[config.mk]
export PLATFORM = sky130hd
export DESIGN_NAME = touch_three_point_calibration
export DESIGN_NICKNAME = d
export VERILOG_FILES = /design/src/rtl/tpc_pkg.sv /design/src/rtl/touch_three_point_calibration.sv
export SDC_FILE = /design/constraint.sdc
export NUM_CORES = 2
export LEC_CHECK = 0
export ABC_CLOCK_PERIOD_IN_PS = 14050
export BUFFER_PORTS_ARGS = -buffer_cell sky130_fd_sc_hd__buf_2
export CAP_MARGIN = 20
export CORE_MARGIN = 4
export CORE_UTILIZATION = 60
export DETAILED_ROUTE_END_ITERATION = 8
export PLACE_DENSITY = 0.76
export SLEW_MARGIN = 30
export SYNTH_ARGS = -nofsm -noshare
export SYNTH_HDL_FRONTEND = slang
export SYNTH_SLANG_ARGS = --single-unit
[constraint.sdc]
create_clock -name clk -period 14.05 [get_ports clk]
set_input_delay 2.81 -clock clk [delete_from_list [all_inputs] [get_ports clk]]
set_output_delay 2.81 -clock clk [all_outputs]
set_load 0.01 [all_outputs]
[src/rtl/tpc_pkg.sv]
// Shared types, widths, codes and the multiply-accumulate microprogram
// for the three-point touch calibration block. No dependencies.
package tpc_pkg;

	// coordinate width and derived datapath widths
	localparam int COORD_BITS = 12;
	localparam int DIFF_W     = COORD_BITS + 1;        // signed coordinate difference
	localparam int K_W        = 2 * COORD_BITS + 1;    // cofactor x_i*y_j - x_j*y_i
	localparam int GAIN_W     = 2 * COORD_BITS + 3;    // A, B, D, E and divisor
	localparam int OFF_W      = 3 * COORD_BITS + 4;    // C and F
	localparam int PROD_W     = GAIN_W + DIFF_W;       // shared multiplier output
	localparam int ACC_W      = PROD_W + 2;            // accumulator
	localparam int CNT_W      = $clog2(COORD_BITS);    // divider bit counter

	// stream and configuration widths
	localparam int IN_DATA_W  = ((2 * COORD_BITS + 7) / 8) * 8;
	localparam int OUT_BITS   = 2 + 2 * COORD_BITS;
	localparam int OUT_DATA_W = ((OUT_BITS + 7) / 8) * 8;
	localparam int STATUS_W   = 2;
	localparam int CFG_IDX_W  = 3;

	// configuration register indexes
	localparam logic [CFG_IDX_W-1:0] REG_T1X = 3'd0;
	localparam logic [CFG_IDX_W-1:0] REG_T1Y = 3'd1;
	localparam logic [CFG_IDX_W-1:0] REG_T2X = 3'd2;
	localparam logic [CFG_IDX_W-1:0] REG_T2Y = 3'd3;
	localparam logic [CFG_IDX_W-1:0] REG_T3X = 3'd4;
	localparam logic [CFG_IDX_W-1:0] REG_T3Y = 3'd5;

	// result status codes
	localparam logic [STATUS_W-1:0] ST_STORED   = 2'd0;
	localparam logic [STATUS_W-1:0] ST_DONE     = 2'd1;
	localparam logic [STATUS_W-1:0] ST_SINGULAR = 2'd2;
	localparam logic [STATUS_W-1:0] ST_MAPPED   = 2'd3;

	// phase values
	localparam logic [1:0] PH_CALIBRATED = 2'd3;
	localparam logic [1:0] PH_THIRD      = 2'd2;

	// wide multiplier operand select
	localparam logic [3:0] A_DX13 = 4'd0;
	localparam logic [3:0] A_DX23 = 4'd1;
	localparam logic [3:0] A_DU13 = 4'd2;
	localparam logic [3:0] A_DU23 = 4'd3;
	localparam logic [3:0] A_DV13 = 4'd4;
	localparam logic [3:0] A_DV23 = 4'd5;
	localparam logic [3:0] A_X1   = 4'd6;
	localparam logic [3:0] A_X2   = 4'd7;
	localparam logic [3:0] A_X3   = 4'd8;
	localparam logic [3:0] A_K1   = 4'd9;
	localparam logic [3:0] A_K2   = 4'd10;
	localparam logic [3:0] A_K3   = 4'd11;
	localparam logic [3:0] A_GA   = 4'd12;
	localparam logic [3:0] A_GB   = 4'd13;
	localparam logic [3:0] A_GD   = 4'd14;
	localparam logic [3:0] A_GE   = 4'd15;

	// narrow multiplier operand select
	localparam logic [3:0] B_DY13 = 4'd0;
	localparam logic [3:0] B_DY23 = 4'd1;
	localparam logic [3:0] B_DU23 = 4'd2;
	localparam logic [3:0] B_DX23 = 4'd3;
	localparam logic [3:0] B_DV23 = 4'd4;
	localparam logic [3:0] B_Y1   = 4'd5;
	localparam logic [3:0] B_Y2   = 4'd6;
	localparam logic [3:0] B_Y3   = 4'd7;
	localparam logic [3:0] B_U1   = 4'd8;
	localparam logic [3:0] B_U2   = 4'd9;
	localparam logic [3:0] B_U3   = 4'd10;
	localparam logic [3:0] B_V1   = 4'd11;
	localparam logic [3:0] B_V2   = 4'd12;
	localparam logic [3:0] B_V3   = 4'd13;
	localparam logic [3:0] B_TX   = 4'd14;
	localparam logic [3:0] B_TY   = 4'd15;

	// accumulator base select
	localparam logic [1:0] BASE_ZERO = 2'd0;
	localparam logic [1:0] BASE_ACC  = 2'd1;
	localparam logic [1:0] BASE_OFFC = 2'd2;
	localparam logic [1:0] BASE_OFFF = 2'd3;

	// accumulator destination
	localparam logic [3:0] D_NONE = 4'd0;
	localparam logic [3:0] D_DIV  = 4'd1;
	localparam logic [3:0] D_GA   = 4'd2;
	localparam logic [3:0] D_GB   = 4'd3;
	localparam logic [3:0] D_GD   = 4'd4;
	localparam logic [3:0] D_GE   = 4'd5;
	localparam logic [3:0] D_K1   = 4'd6;
	localparam logic [3:0] D_K2   = 4'd7;
	localparam logic [3:0] D_K3   = 4'd8;
	localparam logic [3:0] D_OFFC = 4'd9;
	localparam logic [3:0] D_OFFF = 4'd10;
	localparam logic [3:0] D_NUMX = 4'd11;
	localparam logic [3:0] D_NUMY = 4'd12;

	// microprogram layout
	localparam int STEP_W = 5;
	localparam logic [STEP_W-1:0] STEP_SOLVE = 5'd0;
	localparam logic [STEP_W-1:0] STEP_MAP   = 5'd22;

	// one multiply-accumulate operation
	typedef struct packed {
		logic [3:0] a_sel;
		logic [3:0] b_sel;
		logic       neg;
		logic [1:0] base;
		logic [3:0] dest;
		logic       last;
	} uop_t;

	function automatic uop_t mk_uop(input logic [3:0] a, input logic [3:0] b,
		input logic n, input logic [1:0] bs, input logic [3:0] d, input logic l);
		uop_t u;
		u.a_sel = a;
		u.b_sel = b;
		u.neg   = n;
		u.base  = bs;
		u.dest  = d;
		u.last  = l;
		return u;
	endfunction

	// Solve: divisor first (checked for zero), then gains, cofactors, offsets.
	// C = u1*k1 + u2*k2 + u3*k3 with k1 = x2y3-x3y2, k2 = x3y1-x1y3, k3 = x1y2-x2y1.
	// Map: num = A*x + B*y + C and D*x + E*y + F.
	function automatic uop_t uop_f(input logic [STEP_W-1:0] step);
		uop_t u;
		case (step)
			5'd0:  u = mk_uop(A_DX13, B_DY23, 1'b0, BASE_ZERO, D_NONE, 1'b0);
			5'd1:  u = mk_uop(A_DX23, B_DY13, 1'b1, BASE_ACC,  D_DIV,  1'b0);
			5'd2:  u = mk_uop(A_DU13, B_DY23, 1'b0, BASE_ZERO, D_NONE, 1'b0);
			5'd3:  u = mk_uop(A_DU23, B_DY13, 1'b1, BASE_ACC,  D_GA,   1'b0);
			5'd4:  u = mk_uop(A_DX13, B_DU23, 1'b0, BASE_ZERO, D_NONE, 1'b0);
			5'd5:  u = mk_uop(A_DU13, B_DX23, 1'b1, BASE_ACC,  D_GB,   1'b0);
			5'd6:  u = mk_uop(A_DV13, B_DY23, 1'b0, BASE_ZERO, D_NONE, 1'b0);
			5'd7:  u = mk_uop(A_DV23, B_DY13, 1'b1, BASE_ACC,  D_GD,   1'b0);
			5'd8:  u = mk_uop(A_DX13, B_DV23, 1'b0, BASE_ZERO, D_NONE, 1'b0);
			5'd9:  u = mk_uop(A_DV13, B_DX23, 1'b1, BASE_ACC,  D_GE,   1'b0);
			5'd10: u = mk_uop(A_X2,   B_Y3,   1'b0, BASE_ZERO, D_NONE, 1'b0);
			5'd11: u = mk_uop(A_X3,   B_Y2,   1'b1, BASE_ACC,  D_K1,   1'b0);
			5'd12: u = mk_uop(A_X3,   B_Y1,   1'b0, BASE_ZERO, D_NONE, 1'b0);
			5'd13: u = mk_uop(A_X1,   B_Y3,   1'b1, BASE_ACC,  D_K2,   1'b0);
			5'd14: u = mk_uop(A_X1,   B_Y2,   1'b0, BASE_ZERO, D_NONE, 1'b0);
			5'd15: u = mk_uop(A_X2,   B_Y1,   1'b1, BASE_ACC,  D_K3,   1'b0);
			5'd16: u = mk_uop(A_K1,   B_U1,   1'b0, BASE_ZERO, D_NONE, 1'b0);
			5'd17: u = mk_uop(A_K2,   B_U2,   1'b0, BASE_ACC,  D_NONE, 1'b0);
			5'd18: u = mk_uop(A_K3,   B_U3,   1'b0, BASE_ACC,  D_OFFC, 1'b0);
			5'd19: u = mk_uop(A_K1,   B_V1,   1'b0, BASE_ZERO, D_NONE, 1'b0);
			5'd20: u = mk_uop(A_K2,   B_V2,   1'b0, BASE_ACC,  D_NONE, 1'b0);
			5'd21: u = mk_uop(A_K3,   B_V3,   1'b0, BASE_ACC,  D_OFFF, 1'b1);
			5'd22: u = mk_uop(A_GA,   B_TX,   1'b0, BASE_OFFC, D_NONE, 1'b0);
			5'd23: u = mk_uop(A_GB,   B_TY,   1'b0, BASE_ACC,  D_NUMX, 1'b0);
			5'd24: u = mk_uop(A_GD,   B_TX,   1'b0, BASE_OFFF, D_NONE, 1'b0);
			5'd25: u = mk_uop(A_GE,   B_TY,   1'b0, BASE_ACC,  D_NUMY, 1'b1);
			default: u = mk_uop(A_DX13, B_DY13, 1'b0, BASE_ZERO, D_NONE, 1'b1);
		endcase
		return u;
	endfunction

endpackage

[src/rtl/touch_three_point_calibration.sv]
// Three-point touch calibration: capture, coefficient solve and point mapping.
// One shared multiply-accumulate unit under a microsequencer, one serial divider.
// Depends on tpc_pkg.
//
// Per input transaction: the first two points are only stored; the third runs the
// solve, 22 products through the shared multiplier, cut short after the divisor
// when singular; a mapped point takes 4 products, then a divider run at one
// quotient bit per cycle for each coordinate. One item at a time; input ready
// again the cycle after its result is loaded into the output register.
// Reset (arst_n low, asynchronous): phase 0, coefficients and targets zero,
// output empty. No clearing pass.
module touch_three_point_calibration (
	input  logic                                clk,
	input  logic                                arst_n,
	// input stream
	input  logic                                s_tvalid,
	output logic                                s_tready,
	input  logic [tpc_pkg::IN_DATA_W-1:0]       s_tdata,   // touch_x, touch_y
	// output stream
	output logic                                m_tvalid,
	input  logic                                m_tready,
	output logic [tpc_pkg::OUT_DATA_W-1:0]      m_tdata,   // points_taken, mapped_x, mapped_y
	output logic [tpc_pkg::STATUS_W-1:0]        m_tuser,   // status
	// configuration write port
	input  logic                                cfg_en,
	input  logic [tpc_pkg::CFG_IDX_W-1:0]       cfg_index,
	input  logic [tpc_pkg::COORD_BITS-1:0]      cfg_data
);
	import tpc_pkg::*;

	localparam logic [2:0] S_IDLE = 3'd0;
	localparam logic [2:0] S_CALC = 3'd1;
	localparam logic [2:0] S_DSET = 3'd2;
	localparam logic [2:0] S_DIV  = 3'd3;
	localparam logic [2:0] S_FIN  = 3'd4;

	// control state
	logic [2:0]              state_q;
	logic [1:0]              phase_q;
	logic [STEP_W-1:0]       step_q;
	logic                    iss_done_q;
	logic                    vld_s1;
	uop_t                    ctl_s1;
	logic                    sel_y_q;
	logic [CNT_W-1:0]        cnt_q;
	logic                    m_tvalid_q;

	// datapath storage
	logic [COORD_BITS-1:0]   tgt_q [6];
	logic [COORD_BITS-1:0]   cap_q [6];
	logic [COORD_BITS-1:0]   tx_q, ty_q;
	logic signed [GAIN_W-1:0] ga_q, gb_q, gd_q, ge_q, div_q;
	logic signed [OFF_W-1:0]  offc_q, offf_q;
	logic signed [K_W-1:0]    k1_q, k2_q, k3_q;
	logic signed [ACC_W-1:0]  acc_q, numx_q, numy_q;
	logic signed [PROD_W-1:0] prod_s1;
	logic [ACC_W-1:0]        rem_q, dsh_q;
	logic [COORD_BITS-1:0]   quo_q;
	logic [COORD_BITS-1:0]   mx_q, my_q;
	logic [STATUS_W-1:0]     res_status_q;
	logic [1:0]              res_taken_q;
	logic [STATUS_W-1:0]     out_status_q;
	logic [1:0]              out_taken_q;
	logic [COORD_BITS-1:0]   out_mx_q, out_my_q;

	// handshake strobes
	logic accept, out_free, issue, singular, calc_end;
	logic [COORD_BITS-1:0] in_x, in_y;
	uop_t uop;

	assign in_x     = s_tdata[COORD_BITS-1:0];
	assign in_y     = s_tdata[2*COORD_BITS-1:COORD_BITS];
	assign s_tready = (state_q == S_IDLE);
	assign accept   = s_tvalid && s_tready;
	assign out_free = !m_tvalid_q || m_tready;
	assign issue    = (state_q == S_CALC) && !iss_done_q;
	assign uop      = uop_f(step_q);

	// coordinate differences for the solve
	logic signed [DIFF_W-1:0] dx13, dx23, dy13, dy23, du13, du23, dv13, dv23;
	assign dx13 = $signed({1'b0, cap_q[0]}) - $signed({1'b0, cap_q[4]});
	assign dx23 = $signed({1'b0, cap_q[2]}) - $signed({1'b0, cap_q[4]});
	assign dy13 = $signed({1'b0, cap_q[1]}) - $signed({1'b0, cap_q[5]});
	assign dy23 = $signed({1'b0, cap_q[3]}) - $signed({1'b0, cap_q[5]});
	assign du13 = $signed({1'b0, tgt_q[0]}) - $signed({1'b0, tgt_q[4]});
	assign du23 = $signed({1'b0, tgt_q[2]}) - $signed({1'b0, tgt_q[4]});
	assign dv13 = $signed({1'b0, tgt_q[1]}) - $signed({1'b0, tgt_q[5]});
	assign dv23 = $signed({1'b0, tgt_q[3]}) - $signed({1'b0, tgt_q[5]});

	// shared multiplier operand select
	logic signed [GAIN_W-1:0] opa;
	logic signed [DIFF_W-1:0] opb;

	always_comb begin
		case (uop.a_sel)
			A_DX13:  opa = GAIN_W'(dx13);
			A_DX23:  opa = GAIN_W'(dx23);
			A_DU13:  opa = GAIN_W'(du13);
			A_DU23:  opa = GAIN_W'(du23);
			A_DV13:  opa = GAIN_W'(dv13);
			A_DV23:  opa = GAIN_W'(dv23);
			A_X1:    opa = $signed(GAIN_W'(cap_q[0]));
			A_X2:    opa = $signed(GAIN_W'(cap_q[2]));
			A_X3:    opa = $signed(GAIN_W'(cap_q[4]));
			A_K1:    opa = GAIN_W'(k1_q);
			A_K2:    opa = GAIN_W'(k2_q);
			A_K3:    opa = GAIN_W'(k3_q);
			A_GA:    opa = ga_q;
			A_GB:    opa = gb_q;
			A_GD:    opa = gd_q;
			A_GE:    opa = ge_q;
			default: opa = '0;
		endcase
	end

	always_comb begin
		case (uop.b_sel)
			B_DY13:  opb = dy13;
			B_DY23:  opb = dy23;
			B_DU23:  opb = du23;
			B_DX23:  opb = dx23;
			B_DV23:  opb = dv23;
			B_Y1:    opb = $signed({1'b0, cap_q[1]});
			B_Y2:    opb = $signed({1'b0, cap_q[3]});
			B_Y3:    opb = $signed({1'b0, cap_q[5]});
			B_U1:    opb = $signed({1'b0, tgt_q[0]});
			B_U2:    opb = $signed({1'b0, tgt_q[2]});
			B_U3:    opb = $signed({1'b0, tgt_q[4]});
			B_V1:    opb = $signed({1'b0, tgt_q[1]});
			B_V2:    opb = $signed({1'b0, tgt_q[3]});
			B_V3:    opb = $signed({1'b0, tgt_q[5]});
			B_TX:    opb = $signed({1'b0, tx_q});
			B_TY:    opb = $signed({1'b0, ty_q});
			default: opb = '0;
		endcase
	end

	// accumulate stage
	logic signed [ACC_W-1:0] base_v, acc_next;

	always_comb begin
		case (ctl_s1.base)
			BASE_ZERO: base_v = '0;
			BASE_ACC:  base_v = acc_q;
			BASE_OFFC: base_v = ACC_W'(offc_q);
			BASE_OFFF: base_v = ACC_W'(offf_q);
			default:   base_v = '0;
		endcase
		acc_next = ctl_s1.neg ? base_v - ACC_W'(prod_s1) : base_v + ACC_W'(prod_s1);
	end

	assign singular = vld_s1 && (ctl_s1.dest == D_DIV) && (acc_next == '0);
	assign calc_end = vld_s1 && ctl_s1.last;

	// divider setup: sign test, magnitudes, saturation test
	logic signed [ACC_W-1:0] num_sel;
	logic [ACC_W-1:0]        nm, dm_ext;
	logic [GAIN_W-1:0]       dm;
	logic                    num_neg, div_neg, q_zero, q_sat;

	always_comb begin
		num_sel = sel_y_q ? numy_q : numx_q;
		num_neg = num_sel[ACC_W-1];
		div_neg = div_q[GAIN_W-1];
		nm      = num_neg ? ACC_W'(-num_sel) : ACC_W'(num_sel);
		dm      = div_neg ? GAIN_W'(-div_q) : GAIN_W'(div_q);
		dm_ext  = ACC_W'(dm);
		q_zero  = (div_q == '0) || (num_sel == '0) || (num_neg != div_neg);
		q_sat   = (nm >= (dm_ext << COORD_BITS));
	end

	// restoring divider step
	logic                  ge_bit;
	logic [ACC_W-1:0]      rem_next;
	logic [COORD_BITS-1:0] quo_next;
	logic                  div_last;

	assign ge_bit   = (rem_q >= dsh_q);
	assign rem_next = ge_bit ? rem_q - dsh_q : rem_q;
	assign quo_next = {quo_q[COORD_BITS-2:0], ge_bit};
	assign div_last = (cnt_q == CNT_W'(COORD_BITS - 1));

	// sequencer
	always_ff @(posedge clk or negedge arst_n) begin
		if (!arst_n) begin
			state_q    <= S_IDLE;
			phase_q    <= '0;
			step_q     <= STEP_SOLVE;
			iss_done_q <= 1'b0;
			vld_s1     <= 1'b0;
			sel_y_q    <= 1'b0;
			cnt_q      <= '0;
			m_tvalid_q <= 1'b0;
		end else begin
			// output valid: set when a result is loaded, cleared when taken
			if ((state_q == S_FIN) && out_free) begin
				m_tvalid_q <= 1'b1;
			end else if (m_tvalid_q && m_tready) begin
				m_tvalid_q <= 1'b0;
			end
			vld_s1 <= issue && !singular;
			if (issue) begin
				step_q <= step_q + STEP_W'(1);
				if (uop.last) begin
					iss_done_q <= 1'b1;
				end
			end
			case (state_q)
				S_IDLE: begin
					if (accept) begin
						iss_done_q <= 1'b0;
						if (phase_q == PH_CALIBRATED) begin
							step_q  <= STEP_MAP;
							state_q <= S_CALC;
						end else if (phase_q == PH_THIRD) begin
							step_q  <= STEP_SOLVE;
							state_q <= S_CALC;
						end else begin
							phase_q <= phase_q + 2'd1;
							state_q <= S_FIN;
						end
					end
				end
				S_CALC: begin
					if (singular) begin
						phase_q <= '0;
						state_q <= S_FIN;
					end else if (calc_end) begin
						if (phase_q == PH_CALIBRATED) begin
							sel_y_q <= 1'b0;
							state_q <= S_DSET;
						end else begin
							phase_q <= PH_CALIBRATED;
							state_q <= S_FIN;
						end
					end
				end
				S_DSET: begin
					cnt_q <= '0;
					if (q_zero || q_sat) begin
						sel_y_q <= 1'b1;
						state_q <= sel_y_q ? S_FIN : S_DSET;
					end else begin
						state_q <= S_DIV;
					end
				end
				S_DIV: begin
					cnt_q <= cnt_q + CNT_W'(1);
					if (div_last) begin
						sel_y_q <= 1'b1;
						state_q <= sel_y_q ? S_FIN : S_DSET;
					end
				end
				S_FIN: begin
					if (out_free) begin
						state_q <= S_IDLE;
					end
				end
				default: state_q <= S_IDLE;
			endcase
		end
	end

	// target registers
	always_ff @(posedge clk or negedge arst_n) begin
		if (!arst_n) begin
			for (int i = 0; i < 6; i++) begin
				tgt_q[i] <= '0;
			end
		end else if (cfg_en && (cfg_index <= REG_T3Y)) begin
			tgt_q[cfg_index] <= cfg_data;
		end
	end

	// calibration coefficients, committed only for a nonsingular solve
	always_ff @(posedge clk or negedge arst_n) begin
		if (!arst_n) begin
			ga_q   <= '0;
			gb_q   <= '0;
			gd_q   <= '0;
			ge_q   <= '0;
			div_q  <= '0;
			offc_q <= '0;
			offf_q <= '0;
		end else if (vld_s1) begin
			case (ctl_s1.dest)
				D_DIV:   if (acc_next != '0) div_q <= acc_next[GAIN_W-1:0];
				D_GA:    ga_q   <= acc_next[GAIN_W-1:0];
				D_GB:    gb_q   <= acc_next[GAIN_W-1:0];
				D_GD:    gd_q   <= acc_next[GAIN_W-1:0];
				D_GE:    ge_q   <= acc_next[GAIN_W-1:0];
				D_OFFC:  offc_q <= acc_next[OFF_W-1:0];
				D_OFFF:  offf_q <= acc_next[OFF_W-1:0];
				default: ;
			endcase
		end
	end

	// multiplier, accumulator and scratch registers
	always_ff @(posedge clk) begin
		if (issue) begin
			prod_s1 <= opa * opb;
			ctl_s1  <= uop;
		end
		if (vld_s1) begin
			acc_q <= acc_next;
			case (ctl_s1.dest)
				D_K1:    k1_q   <= acc_next[K_W-1:0];
				D_K2:    k2_q   <= acc_next[K_W-1:0];
				D_K3:    k3_q   <= acc_next[K_W-1:0];
				D_NUMX:  numx_q <= acc_next;
				D_NUMY:  numy_q <= acc_next;
				default: ;
			endcase
		end
	end

	// sample capture, result fields and divider datapath
	always_ff @(posedge clk) begin
		case (state_q)
			S_IDLE: begin
				if (accept) begin
					tx_q <= in_x;
					ty_q <= in_y;
					mx_q <= '0;
					my_q <= '0;
					if (phase_q != PH_CALIBRATED) begin
						cap_q[{phase_q, 1'b0}] <= in_x;
						cap_q[{phase_q, 1'b1}] <= in_y;
					end
					if (phase_q == PH_CALIBRATED) begin
						res_status_q <= ST_MAPPED;
						res_taken_q  <= PH_CALIBRATED;
					end else begin
						res_status_q <= ST_STORED;
						res_taken_q  <= phase_q + 2'd1;
					end
				end
			end
			S_CALC: begin
				if (singular) begin
					res_status_q <= ST_SINGULAR;
					res_taken_q  <= '0;
				end else if (calc_end && (phase_q != PH_CALIBRATED)) begin
					res_status_q <= ST_DONE;
					res_taken_q  <= PH_CALIBRATED;
				end
			end
			S_DSET: begin
				rem_q <= nm;
				dsh_q <= dm_ext << (COORD_BITS - 1);
				quo_q <= '0;
				if (q_zero || q_sat) begin
					if (sel_y_q) begin
						my_q <= q_zero ? '0 : '1;
					end else begin
						mx_q <= q_zero ? '0 : '1;
					end
				end
			end
			S_DIV: begin
				rem_q <= rem_next;
				dsh_q <= dsh_q >> 1;
				quo_q <= quo_next;
				if (div_last) begin
					if (sel_y_q) begin
						my_q <= quo_next;
					end else begin
						mx_q <= quo_next;
					end
				end
			end
			S_FIN: begin
				if (out_free) begin
					out_status_q <= res_status_q;
					out_taken_q  <= res_taken_q;
					out_mx_q     <= mx_q;
					out_my_q     <= my_q;
				end
			end
			default: ;
		endcase
	end

	// output register
	assign m_tvalid = m_tvalid_q;
	assign m_tuser  = out_status_q;
	assign m_tdata  = {{(OUT_DATA_W - OUT_BITS){1'b0}}, out_my_q, out_mx_q, out_taken_q};

`ifndef SYNTH
	// one item at a time: ready drops right after a transaction
	a_one_item: assert property (@(posedge clk) disable iff (!arst_n)
		(s_tvalid && s_tready) |=> !s_tready)
		else $error("input accepted while an item is in progress");

	// mapping only ever runs with a nonzero divisor
	a_div_nonzero: assert property (@(posedge clk) disable iff (!arst_n)
		(phase_q == PH_CALIBRATED) |-> (div_q != '0))
		else $error("calibrated with zero divisor");

	// divider remainder stays below twice the shifted divisor
	a_rem_bound: assert property (@(posedge clk) disable iff (!arst_n)
		(state_q == S_DIV) |-> ({1'b0, rem_q} < ({1'b0, dsh_q} << 1)))
		else $error("divider remainder out of range");

	// a mapped result always reports three points taken
	a_mapped_taken: assert property (@(posedge clk) disable iff (!arst_n)
		(m_tvalid && (m_tuser == ST_MAPPED)) |-> (m_tdata[1:0] == PH_CALIBRATED))
		else $error("mapped result with wrong point count");

	// non-mapped results carry zero coordinates
	a_unmapped_zero: assert property (@(posedge clk) disable iff (!arst_n)
		(m_tvalid && (m_tuser != ST_MAPPED)) |->
		(m_tdata[OUT_BITS-1:2] == '0))
		else $error("coordinates set on a calibration result");
`endif

endmodule

== Yosys cells after proc, flatten, opt, wreduce, memory -nomap -nowiden ==
Memories as Yosys holds them, arrays and structs flattened.
Cells that the tools add are included.

* Bits in registers: 729
* Memory bits (writable): 72
* Bits in read-only memories: 512
* Input port bits: 44
* Output and inout bits: 36
* Word-level logic and storage cells: 269
* Memories kept: 2

* $add $sub $neg: 16
* Multipliers: 1
* Magnitude comparators: 5
* Equal/unequal tests: 71
* Muxes and demuxes: 76
* Bitwise logic cells: 1
* Reductions and logical operators: 52

{| class="wikitable"
|+ Memory list
! name !! depth !! width !! read ports !! clocked after Yosys merged registers in !! write ports !! line !! source
|-
| (name not given) || 32 || 16 || 1 || 0 || 0 || tpc_pkg.sv:129 || <nowiki>case (step)</nowiki>
|-
| cap_q || 6 || 12 || 6 || 0 || 2 || touch_three_point_calibration.sv:50 || <nowiki>logic [COORD_BITS-1:0] cap_q [6];</nowiki>
|}

{| class="wikitable"
|+ Operators with widths
! cell !! number
|-
| $pmux W27 S16 || 1
|-
| $pmux W13 S16 || 1
|-
| $mux W42 || 4
|-
| $pmux W42 S2 || 2
|-
| $pmux W42 S4 || 1
|-
| $mux W12 || 11
|-
| $sub A12 B12 Y13 || 8
|-
| $eq A4 B4 Y1 const B || 22
|-
| $logic_not A42 Y1 || 2
|-
| $bwmux W72 || 1
|-
| $pmux W12 S3 || 2
|-
| $eq A4 B3 Y1 const B || 12
|-
| $add A42 B40 Y42 || 1
|-
| $ge A42 B39 Y1 || 1
|-
| $ge A42 B42 Y1 || 1
|-
| $neg A42 Y42 || 1
|-
| $reduce_bool A42 Y1 || 1
|-
| $sub A42 B40 Y42 || 1
|-
| $sub A42 B42 Y42 || 1
|-
| $mul A27 B13 Y40 || 1
|-
| $demux W12 S3 || 1
|-
| $mux W3 || 10
|-
| $mux W2 || 14
|-
| $reduce_and A2 Y1 || 14
|-
| 40 further kinds || 108
|}

== Longest topological paths before layout ==
* Depth after elaboration: 8
* Mapped depth: 49
* Gate-level depth less buffers: 43

== Least setup slack after synthesis ==
Ideal clock, no wire load.

* Path type: register to register
* Start: register step_q[0]
* End: register prod_s1[36], data pin
* Data arrival time: 10.543 ns
* Path slack: 3.246 ns
* Stages on the path, launching flop included: 46
* Period minus slack after synthesis: 10.804 ns
* Cell sequence: dfrtp_1 > clkbuf_1 > inv_1 > ha_1 > a21oi_1 > mux2i_1 > o21ai_1 > clkbuf_1 > and2_0 > clkbuf_1 > nand2_1 > clkbuf_1 > mux2i_1 > ha_1 > fa_1 > nor2b_1 > o21ai_0 > a21boi_0 > [10 not listed] > fa_1 > fa_1 > fa_1 > fa_1 > fa_1 > ha_1 > ha_1 > and3_1 > a22o_1 > nor3_1 > o211ai_1 > o21ai_0 > o31ai_1 > a21o_1 > a21o_1 > a21o_1 > a211oi_1 > nor2_1

* Cells in the longest elaborated chain, start to end: 4
* Elaborated cells between the ends (all ways): 36

{| class="wikitable"
|+ Ends and longest elaborated chain
! what !! line !! source
|-
| start, declared || touch_three_point_calibration.sv:40 || <nowiki>logic [STEP_W-1:0] step_q;</nowiki>
|-
| start signal, assigned || touch_three_point_calibration.sv:203 || <nowiki>step_q <= step_q + STEP_W'(1);</nowiki>
|-
| $mem_v2 Z32 W16 (*) || n/a ||
|-
| $eq A4 B4 Y1, or another cell as far along || touch_three_point_calibration.sv:95 || <nowiki>case (uop.a_sel)</nowiki>
|-
| $pmux W27 S16 or $pmux W13 S16 (tied branches) || touch_three_point_calibration.sv:95, touch_three_point_calibration.sv:117 ||
|-
| $mul A27 B13 Y40 (*) || touch_three_point_calibration.sv:302 || <nowiki>prod_s1 <= opa * opb;</nowiki>
|-
| end signal, assigned || touch_three_point_calibration.sv:302 ||
|-
| end, declared || touch_three_point_calibration.sv:56 || <nowiki>logic signed [PROD_W-1:0] prod_s1;</nowiki>
|}

Mark *: on every way between the ends. The rest lies on a longest branch, timed or not.
A chain may end at the register's enable or synchronous reset.

== Final worst setup path ==
* Start: register step_q[1]
* End: register prod_s1[38], data pin

Same word-level chain as after synthesis.

==> flow_metrics.tcl <==
set metrics [dict create \
    crit_type "reg2reg" \
    cts_buffer_depth 3 \
    path_buf_inv 6 \
    synth_ff_type "edfxtp_1" \
    cp.depth 42 \
    finClkSkew_ns 0.0508 \
    die_area_um2 97800 \
    clk_latency_ns 0.67 \
    ys_ff_latch 797 \
    synthTopCellsByArea "edfxtp_1, dfrtp_1, fa_1" \
    tritoncts "done" \
    cts_resized 0 \
    drv_slew 0 \
    hold_buffers 0 \
    cp_top_family "adder cells" \
    p_int_mw 4.19 \
    drive_above_1_share 0.0997 \
    rsz0062_at_grt "false" \
    die-width_um 313 \
    root_buffer "clkbuf_16" \
    finalCritPeriodShare 0.849 \
    ys.warnings.count 0 \
    hold_path_class "reg2reg" \
    crit_end "prod_s1[38]" \
    finalSetupTns_ns 0 \
    grt_pass1_wl_um 244000 \
    crit_path_max_incr_delay_ns 0.61 \
    worst-r2r-cell-count 42 \
    synthArstFlopShare 0.383 \
    synth.distinct_cells 91 \
    antenna_found_initial 1 \
    dieHeight_um 313 \
    finalHoldWorstSlack_ns 0.409 \
    cts_num_sinks 797 \
    required_ns 14.45 \
    nets 6181 \
    wl_per_cell_um 22.8 \
    p_comb_frac 0.104 \
    pwr-share-seq 0.460 \
    cap_viol_max_count 0 \
    path_clk_slew_ns 0.06 \
    relSlewSlack 0.333 \
    critPathCaptureType "flop" \
    detail_route.first_pass.iterations 8 \
    grt_overflow 0 \
    crit_slowest_cell "a21oi_1" \
    status "complete, no violations" \
    ant_nets 0 \
    drtIter0Drc 4866 \
    yosysTopAreaCellShare 0.265 \
    syn_area_um2 55700 \
    crit_arrival_ns 12.32 \
    wl_um 156000 \
    grt_max_degree 112 \
    synth_edf_count 492 \
    io_buffers 73 \
    path_max_fanout 26 \
    drc_errors 0 \
    tightest_slew_ns 0.991 \
    start_util 0.606 \
    fin_crit_ns 11.93 \
    r2r_slack_ns 2.12 \
    ys_top_cells_by_count "nand2_1, inv_1, edfxtp_1, o21ai_0, fa_1" \
    finalSetupViolations 0 \
    ios 80 \
    core_um2 91900 \
    grtUsageTotal 0.318 \
    p_per_area_nw_per_um2 92.0 \
    vias_per_cell 6.26 \
    peakVddDrop_mv 0.131 \
    r2r-end "prod_s1[38]" \
    p_leak_nw 26.4 \
    clock.fmax_mhz 83.8 \
    vias 42800 \
    startpoint "step_q[1]" \
    gp_congestion 1.02 \
    whs_path_depth 0 \
    synth.most_common_cell "nand2_1" \
    hold_viol_final 0 \
    path_common_cell "fa_1" \
    cts_buffers 85 \
    p_sw_mw 1.40 \
    postCtsSetupRepairBufs 0 \
    syn_area_per_cell_um2 10.1 \
    timing.rr.start "step_q[1]" \
    syn2layout_area_growth_pct 9.16 \
    grt_pass1_vias 42600 \
    synth.yosys.seq_area_share 0.402 \
    p_clk_frac 0.437 \
    synth_cells 5501 \
    cp-start-kind "flop" \
    rows 111 \
    synth_area_leader_cell "edfxtp_1" \
    cts_htree_levels 3 \
    hpwl_um 116000 \
    swShare 0.250 \
]
## layer usage
| metal | vias up | share of wire | track usage |
|---|---|---|---|
| met5 | - | 0.000083 | 0 |
| met4 | 2 | 0.038 | 0.108 |
| met3 | 370 | 0.098 | 0.0678 |
| met2 | 2098 | 0.46 | 0.504 |
| met1 | 21100 | 0.41 | 0.439 |
| li1 | 19200 | - | - |
## registers in the layout (all words and copies together) (netlist names), 12 cells and up
name / cells
offf_q: 40
numx_q: 42
mx_q: 12
cap_q: 72
ga_q: 27
acc_q: 42
my_q: 12
k1_q: 25
gd_q: 27
tgt_q: 72
div_q: 27
dsh_q: 38
numy_q: 42
out_my_q: 12
ge_q: 27
k2_q: 25
rem_q: 42
ty_q: 12
out_mx_q: 12
gb_q: 27
offc_q: 40
prod_s1: 40
k3_q: 25
tx_q: 12
## worst min-delay path by stage
| stage | from | end |
|---|---|---|
| after floorplan | res_status_q[0] | m_tuser[0] |
| after global placement | res_status_q[1] | m_tuser[1] |
| after detailed placement | mx_q[5] | out_mx_q[5] |
| after CTS | res_status_q[1] | m_tuser[1] |
| after global routing | my_q[7] | out_my_q[7] |
| final | res_status_q[1] | m_tuser[1] |
## cells in the final DEF (no fill, tap or decap), types with 77 or more instances in the layout
master and instances:
buf_4 99, a21o_1 84, mux2_2 134, inv_1 495, o21ai_0 368, nor3_1 77, nand2_1 693, xnor2_1 167
a22oi_1 81, fa_1 326, xor2_1 105, edfxtp_1 492, dfrtp_1 301, a21oi_1 297, nor2_1 290, clkbuf_16 86
ha_1 298, and2_1 84
## through the flow
stage	total power, mW	worst slack, ns	area [um^2]	util	instances
floorplan	2.96	3.25	55700	-	5506
CTS	5.58	2.28	60700	0.661	6828
finish	5.59	2.12	60800	0.661	6831
global placement	3.16	2.58	57600	0.627	6667
detailed placement	3.17	2.37	57700	0.627	6668
global route	5.75	1.26	60800	0.661	6829
## cell families (layout without fill, tap and decap cells)
kind of cell / Yosys count / count (layout) / share of synthesized area
AND/OR/NAND/NOR: 1576 / 1576 / 0.132
AO/OA/AOI/OAI: 1255 / 1255 / 0.144
flip-flops: 797 / 797 / 0.402
buffers and inverters: 752 / 832 / 0.0515
adder cells (fa/ha/maj): 624 / 624 / 0.184
XOR/XNOR: 274 / 274 / 0.0432
multiplexers: 222 / 222 / 0.0433
other: 1 / 8 / 0.0000673
## area by class of cell
type / instances / area, um^2
antenna: 2 / 5.00
clock inverter: 55 / 808
sequential: 797 / 22400
multi-input combinational: 3957 / 30700
timing repair buffer: 176 / 1180
clock buffer: 105 / 2260
inverter: 496 / 1860
fill: 7245 / 31100
tap: 1243 / 1560
## power by group through the flow
stage	Clock (mW)	Sequential (mW)	Combinational [mW]
6_report	2.44	2.57	0.579
5_1_grt	2.57	2.57	0.617
4_1_cts	2.46	2.57	0.556
3_5_place_dp	0	2.61	0.551
3_3_place_gp	0	2.61	0.543
2_1_floorplan	0	2.59	0.370
Note: power is estimated with default switching activity, not from simulation.
